`src/rtl/spl_pkg.sv`:
```
// ----------------------------------------------------------------------------
// spl_pkg
// Shared constants for the sorted priority list: default sizes, status codes and op codes.
// ----------------------------------------------------------------------------
package spl_pkg;

  localparam int DEPTH_DEF    = 64;
  localparam int TAG_BITS_DEF = 16;
  localparam int KEY_BITS_DEF = 32;

  localparam int STATUS_W = 2;

  localparam logic [STATUS_W-1:0] ST_DONE      = 2'd0;
  localparam logic [STATUS_W-1:0] ST_NOT_FOUND = 2'd1;
  localparam logic [STATUS_W-1:0] ST_FULL      = 2'd2;

  localparam logic OP_INSERT = 1'b0;
  localparam logic OP_REMOVE = 1'b1;

  // Round a bit count up to whole bytes.
  function automatic int byte_pad(input int bits);
    byte_pad = ((bits + 7) / 8) * 8;
  endfunction

endpackage

```
`src/rtl/sorted_priority_list.sv`:
```
// ----------------------------------------------------------------------------
// sorted_priority_list
// Table of up to DEPTH (key, tag) entries held in descending key order.
// ----------------------------------------------------------------------------
// Entries live in one synchronous memory, kept sorted with the largest key at
// address 0. Every beat on the input (insert by key and tag, or remove by tag)
// yields one result beat with a status, the entry count after the operation
// and the head entry (zero when the table is empty). Each operation is one
// sweep over the occupied entries, a memory read per entry and a write-back
// wherever an entry moves or the new entry lands; an insert into a full
// table skips the sweep and reports full. A new entry goes behind all entries
// with a strictly larger key; a remove takes the first matching tag. A new
// input beat is taken while the previous result still waits on the output.
// ----------------------------------------------------------------------------
module sorted_priority_list #(
  parameter int DEPTH    = spl_pkg::DEPTH_DEF,
  parameter int TAG_BITS = spl_pkg::TAG_BITS_DEF,
  parameter int KEY_BITS = spl_pkg::KEY_BITS_DEF
) (
  input  logic clk,
  input  logic rst,
  input  logic s_tvalid,
  output logic s_tready,
  // func, key, tag (from bit 0 up), zero padded to bytes
  input  logic [spl_pkg::byte_pad(1 + KEY_BITS + TAG_BITS)-1:0] s_tdata,
  output logic m_tvalid,
  input  logic m_tready,
  // status, entry_count, head_valid, head_key, head_tag (from bit 0 up), padded
  output logic [spl_pkg::byte_pad(spl_pkg::STATUS_W + $clog2(DEPTH + 1) + 1
                                  + KEY_BITS + TAG_BITS)-1:0] m_tdata
);
  import spl_pkg::*;

  localparam int AW    = (DEPTH > 1) ? $clog2(DEPTH) : 1;
  localparam int CW    = $clog2(DEPTH + 1);
  localparam int EW    = KEY_BITS + TAG_BITS;
  localparam int IN_W  = 1 + KEY_BITS + TAG_BITS;
  localparam int OUT_W = STATUS_W + CW + 1 + KEY_BITS + TAG_BITS;
  localparam int OUT_PW = byte_pad(OUT_W);

  localparam logic [1:0] S_IDLE = 2'd0;
  localparam logic [1:0] S_RD   = 2'd1;
  localparam logic [1:0] S_WR   = 2'd2;
  localparam logic [1:0] S_FIN  = 2'd3;

  logic [1:0] state, state_next;

  logic [EW-1:0] mem [DEPTH];
  logic [EW-1:0] rd_data;
  logic          re;
  logic [AW-1:0] raddr;
  logic          we;
  logic [AW-1:0] waddr;
  logic [EW-1:0] wdata;

  logic                op, op_next;
  logic [KEY_BITS-1:0] nkey, nkey_next;
  logic [TAG_BITS-1:0] ntag, ntag_next;
  logic [CW-1:0]       idx, idx_next;
  logic [CW-1:0]       cnt, cnt_next;
  logic                hit, hit_next;
  logic [EW-1:0]       carry, carry_next;
  logic [STATUS_W-1:0] status, status_next;
  logic [KEY_BITS-1:0] head_key;
  logic [TAG_BITS-1:0] head_tag;
  logic [OUT_W-1:0]    out_word;
  logic                out_valid, out_valid_next;
  logic                in_fire;

  logic [KEY_BITS-1:0] rd_key;
  logic [TAG_BITS-1:0] rd_tag;

  assign rd_key  = rd_data[EW-1:TAG_BITS];
  assign rd_tag  = rd_data[TAG_BITS-1:0];
  assign s_tready = (state == S_IDLE);
  assign in_fire  = s_tvalid && s_tready;
  assign m_tvalid = out_valid;
  assign m_tdata  = {{(OUT_PW - OUT_W){1'b0}}, out_word};

  always_comb begin
    state_next     = state;
    op_next        = op;
    nkey_next      = nkey;
    ntag_next      = ntag;
    idx_next       = idx;
    cnt_next       = cnt;
    hit_next       = hit;
    carry_next     = carry;
    status_next    = status;
    out_valid_next = out_valid;
    re    = 1'b0;
    raddr = idx[AW-1:0];
    we    = 1'b0;
    waddr = idx[AW-1:0];
    wdata = {nkey, ntag};
    if (out_valid && m_tready) begin
      out_valid_next = 1'b0;
    end
    case (state)
      S_IDLE: begin
        if (in_fire) begin
          op_next   = s_tdata[0];
          nkey_next = s_tdata[KEY_BITS:1];
          ntag_next = s_tdata[IN_W-1:KEY_BITS+1];
          idx_next  = '0;
          hit_next  = 1'b0;
          if (s_tdata[0] == OP_INSERT && cnt == CW'(DEPTH)) begin
            status_next = ST_FULL;
            state_next  = S_FIN;
          end else begin
            state_next = S_RD;
          end
        end
      end
      S_RD: begin
        if (idx == cnt) begin
          // end of the occupied range
          if (op == OP_INSERT) begin
            we          = 1'b1;
            wdata       = hit ? carry : {nkey, ntag};
            cnt_next    = cnt + CW'(1);
            status_next = ST_DONE;
          end else begin
            status_next = hit ? ST_DONE : ST_NOT_FOUND;
            if (hit) begin
              cnt_next = cnt - CW'(1);
            end
          end
          state_next = S_FIN;
        end else begin
          re         = 1'b1;
          state_next = S_WR;
        end
      end
      S_WR: begin
        if (op == OP_INSERT) begin
          if (hit) begin
            we         = 1'b1;
            wdata      = carry;
            carry_next = rd_data;
          end else if ($signed(rd_key) <= $signed(nkey)) begin
            we         = 1'b1;
            wdata      = {nkey, ntag};
            carry_next = rd_data;
            hit_next   = 1'b1;
          end
        end else begin
          if (hit) begin
            // close the gap: move this entry up one slot
            we    = 1'b1;
            waddr = AW'(idx - CW'(1));
            wdata = rd_data;
          end else if (rd_tag == ntag) begin
            hit_next = 1'b1;
          end
        end
        idx_next   = idx + CW'(1);
        state_next = S_RD;
      end
      S_FIN: begin
        if (!out_valid || m_tready) begin
          out_valid_next = 1'b1;
          state_next     = S_IDLE;
        end
      end
      default: begin
        state_next = S_IDLE;
      end
    endcase
  end

  always_ff @(posedge clk) begin
    if (re) begin
      rd_data <= mem[raddr];
    end
    if (we) begin
      mem[waddr] <= wdata;
    end
  end

  always_ff @(posedge clk) begin
    if (rst) begin
      state     <= S_IDLE;
      cnt       <= '0;
      out_valid <= 1'b0;
    end else begin
      state     <= state_next;
      cnt       <= cnt_next;
      out_valid <= out_valid_next;
    end
  end

  always_ff @(posedge clk) begin
    op     <= op_next;
    nkey   <= nkey_next;
    ntag   <= ntag_next;
    idx    <= idx_next;
    hit    <= hit_next;
    carry  <= carry_next;
    status <= status_next;
    // shadow copy of entry 0
    if (we && waddr == '0) begin
      head_key <= wdata[EW-1:TAG_BITS];
      head_tag <= wdata[TAG_BITS-1:0];
    end
    if (state == S_FIN && (!out_valid || m_tready)) begin
      if (cnt != '0) begin
        out_word <= {head_tag, head_key, 1'b1, cnt, status};
      end else begin
        out_word <= {{(TAG_BITS + KEY_BITS + 1){1'b0}}, cnt, status};
      end
    end
  end

`ifndef SYNTHESIS
  a_cnt_bound: assert property (@(posedge clk) disable iff (rst)
    cnt <= CW'(DEPTH))
    else $error("entry count above depth");

  a_cnt_step: assert property (@(posedge clk) disable iff (rst)
    (cnt == $past(cnt)) || (cnt == $past(cnt) + CW'(1)) || (cnt + CW'(1) == $past(cnt)))
    else $error("entry count moved by more than one");

  a_wr_range: assert property (@(posedge clk) disable iff (rst)
    we |-> (CW'(waddr) <= cnt))
    else $error("memory write beyond occupied range");

  a_full_status: assert property (@(posedge clk) disable iff (rst)
    (state == S_FIN && status == ST_FULL) |-> (cnt == CW'(DEPTH)))
    else $error("full status with free entries");

  a_sweep_idle_out: assert property (@(posedge clk) disable iff (rst)
    (state == S_RD || state == S_WR) |-> (idx <= cnt))
    else $error("sweep index past entry count");
`endif

endmodule

```
`config.mk`:
```
export PLATFORM = sky130hd
export DESIGN_NAME = sorted_priority_list
export DESIGN_NICKNAME = d
export VERILOG_FILES = /design/src/rtl/spl_pkg.sv /design/src/rtl/sorted_priority_list.sv
export SDC_FILE = /design/constraint.sdc
export NUM_CORES = 2
export LEC_CHECK = 0
export BUFFER_PORTS_ARGS = -buffer_cell sky130_fd_sc_hd__buf_2
export CAP_MARGIN = 5
export CORE_MARGIN = 1.5
export CORE_UTILIZATION = 35
export CTS_CLUSTER_DIAMETER = 30
export CTS_CLUSTER_SIZE = 28
export DETAILED_ROUTE_END_ITERATION = 8
export SKIP_LAST_GASP = 1
export SLEW_MARGIN = 40
export SYNTH_ARGS = -nofsm -noshare
export SYNTH_HDL_FRONTEND = slang
export SYNTH_SLANG_ARGS = --single-unit
```
`constraint.sdc`:
```
create_clock -name clk -period 9.1 [get_ports clk]
set_input_delay 1.82 -clock clk [delete_from_list [all_inputs] [get_ports clk]]
set_output_delay 1.82 -clock clk [all_outputs]
set_load 0.02 [all_outputs]
```
==> flow_summary.json <==
{
  "wl_met3_um": 32100,
  "post_cts_resized": 0,
  "worstSetupPathType": "reg -> reg",
  "worst_slew_pin_slew_ns": 0.915,
  "antenna_found_initial": 27,
  "drcViolationCount": 0,
  "ys.flop_type": "edfxtp_1",
  "cts_setup_buffers": 0,
  "core_area_um2": 365000,
  "period_share": 0.623,
  "worstPathRequired_ns": 9.73,
  "p_leak_nw": 49.6,
  "synth_edf_count": 3333,
  "outcome": "completed",
  "hold_path.class": "reg -> reg",
  "cts_buffers": 562,
  "clock_latency_ns": 1.03,
  "postSynth.asyncResetShare": 0,
  "grt_pass1_wl_um": 510000,
  "wl_per_cell_um": 32.5,
  "cts_tree": "done",
  "crit_path_frequent_cell": "buf_4",
  "slew_headroom": 0.384,
  "cap_violations": 0,
  "p_per_area_nw_per_um2": 307,
  "critical-path-max-stage-delay_ns": 0.85,
  "grt_max_degree": 135,
  "ant_nets": 0,
  "die_area_um2": 370000,
  "fmax_ghz": 0.176,
  "grt_usage": 0.197,
  "fillers": 30769,
  "syn2layout_area_growth_pct": 21.7,
  "cts_num_sinks": 3343,
  "synthesis.instances": 5416,
  "slew_viol_final": 0,
  "clkSlewWorstSetupHoldPaths_ns": 0.05,
  "overflow": 0,
  "routed.top_layer": "met5",
  "avgSynthCellArea_um2": 23.7,
  "synth_top_area_frac": 0.780,
  "nets": 6104,
  "fp.dieW_um": 609,
  "cp.arrival_ns": 6.30,
  "hold_viol_final": 0,
  "cts_root_buffer": "clkbuf_16",
  "die_h_um": 609,
  "numPortBuffers": 112,
  "layout_setup_ws_ns": 3.43,
  "pin_count": 126,
  "clk_path_buf_depth": 4,
  "ir_drop_mv": 0.185,
  "synth_area_leaders": "edfxtp_1, mux4_2, a22o_1, clkbuf_1, ha_1",
  "finalCriticalPeriod_ns": 5.67,
  "rsz0062_at_grt": "false",
  "grt_pass1_vias": 64227,
  "synth_area_um2": 128000,
  "synth_area_leader_cell": "edfxtp_1",
  "path_cells": "inv_1 -> ha_1 -> nand4_1 -> nor4_1 -> o31a_1 -> or3_1 -> a211oi_4 -> buf_6 -> nor4_2 -> buf_4 -> buf_4",
  "start_util": 0.351,
  "synth_seq_area_share": 0.782,
  "dp_hpwl_um": 198000,
  "drive_gt1_frac": 0.358,
  "finalSetupViolations": 0,
  "skew_ns": 0.0711,
  "drt_wl_total_um": 370000,
  "worstSetupEndpointType": "flip-flop",
  "wl_met2_um": 181000,
  "hold_buffers": 0,
  "slowest_stage": "nor4_1",
  "ys_types": 58,
  "critPathLaunchType": "flip-flop",
  "vias_per_cell": 5.57,
  "yosys_register_bits": 3343,
  "place_congestion": 0.857,
  "rows": 222,
  "met1Wirelength_um": 138000,
  "place_ws_ns": 3.65,
  "vias": 63357,
  "htree_levels": 6,
  "critPathMaxFanout": 65,
  "setup_tns_ns": 0,
  "drt-initial-drc-count": 8721,
  "yosys_warnings": 0,
  "firstDrtPassIters": 7
}
-- sequential cells by signal, summed over array words and instances (netlist names), 2 cells and up --
register,cells
idx,7
carry,48
cnt,7
head_tag,16
state,2
out_word,58
nkey,32
mem,3072
head_key,32
ntag,16
status,2
rd_data,48
-- cell type report --
cell class	count	area (um^2)	area share
repair buffers	317	2640	0.0169
multi-input cells	1729	27400	0.175
clock buffers	626	14400	0.0922
inverters	47	189	0.00121
clock inverters	403	5010	0.0321
diodes	97	243	0.00155
well taps	4816	6030	0.0386
flip-flops and latches	3343	100000	0.642
-- synthesized netlist by cell type (all sizes together) (9+ instances only) --
library cell     n
ha              43
nand3            9
mux4           927
dfxtp           10
a22o            96
buf            156
nor4            73
and2            14
a31oi           22
nor2b           56
nand2b          11
o21ai           43
edfxtp        3333
a21o            10
nand4           10
o22ai           13
a221o            9
xor2            12
xnor2           28
nor2            40
a21oi           50
inv             46
o221ai          11
clkbuf         146
mux2            26
nand2          108
a211oi          14
mux2i           51
-- where the power goes --
group / switching (mW) / internal [mW] / total, mW
registers: 0.244 / 18.9 / 19.1
clock network: 7.78 / 13.6 / 21.4
logic: 4.74 / 2.66 / 7.40
total: 12.8 / 35.2 / 47.9
-- through the flow --
step,std cells,power [mW],util,hold slack [ns],area [um^2]
floorplan,5421,24.0,-,0.400,128000
global placement,10237,26.4,0.371,0.476,136000
detailed placement,10245,26.8,0.373,0.492,136000
CTS,11274,48.1,0.426,0.499,156000
global route,11374,49.2,0.428,0.504,156000
finish,11378,47.9,0.428,0.497,156000
-- layout by cell type (no fill, tap or decap), types with 65 or more instances in the layout --
master / instances
buf_2: 112
mux4_2: 927
bufinv_16: 71
nor4_2: 67
nand2_1: 105
clkinv_1: 65
clkbuf_16: 567
buf_4: 142
diode_2: 97
clkinv_2: 71
edfxtp_1: 3333
-- worst paths after layout --
| check | endpoint | from | cells after the start | slack [ns] |
|---|---|---|---|---|
| min | carry[7]$_DFFE_PP_ | rd_data[7]$_DFFE_PP_ | 0 | 0.50 |
| min reg2reg | carry[7]$_DFFE_PP_ | rd_data[7]$_DFFE_PP_ | 0 | 0.50 |
| max reg2reg | mem[46][23]$_DFFE_PP_ | nkey[31]$_DFFE_PP_ | 11 | 3.43 |
| max | mem[46][23]$_DFFE_PP_ | nkey[31]$_DFFE_PP_ | 11 | 3.43 |
-- worst max-delay path: cells and delay by family, from the launching register on --
kind,cells,cell delay [ns]
compound gates,2,0.35
buf+inv,4,1.43
fa+ha+maj,1,0.44
flops,1,0.83
simple gates,4,2.10
-- kinds of logic (layout without fill, tap and decap cells) --
family          Yosys count  after routing  share of synthesized area
fa+ha+maj                44             44                    0.00435
buf+inv                 349           1393                     0.0122
mux                    1004           1004                      0.169
compound gates          296            296                     0.0166
simple gates            339            339                     0.0136
other cells               1            103                  0.0000292
xor+xnor                 40             40                    0.00273
flops                  3343           3343                      0.782
-- layer usage --
layer	track usage	vias up
li1	-	24816
met1	0.253	34377
met2	0.323	3407
met3	0.0359	755
met4	0.0954	2
met5	0	-
Note: power is estimated with default switching activity, not from simulation.
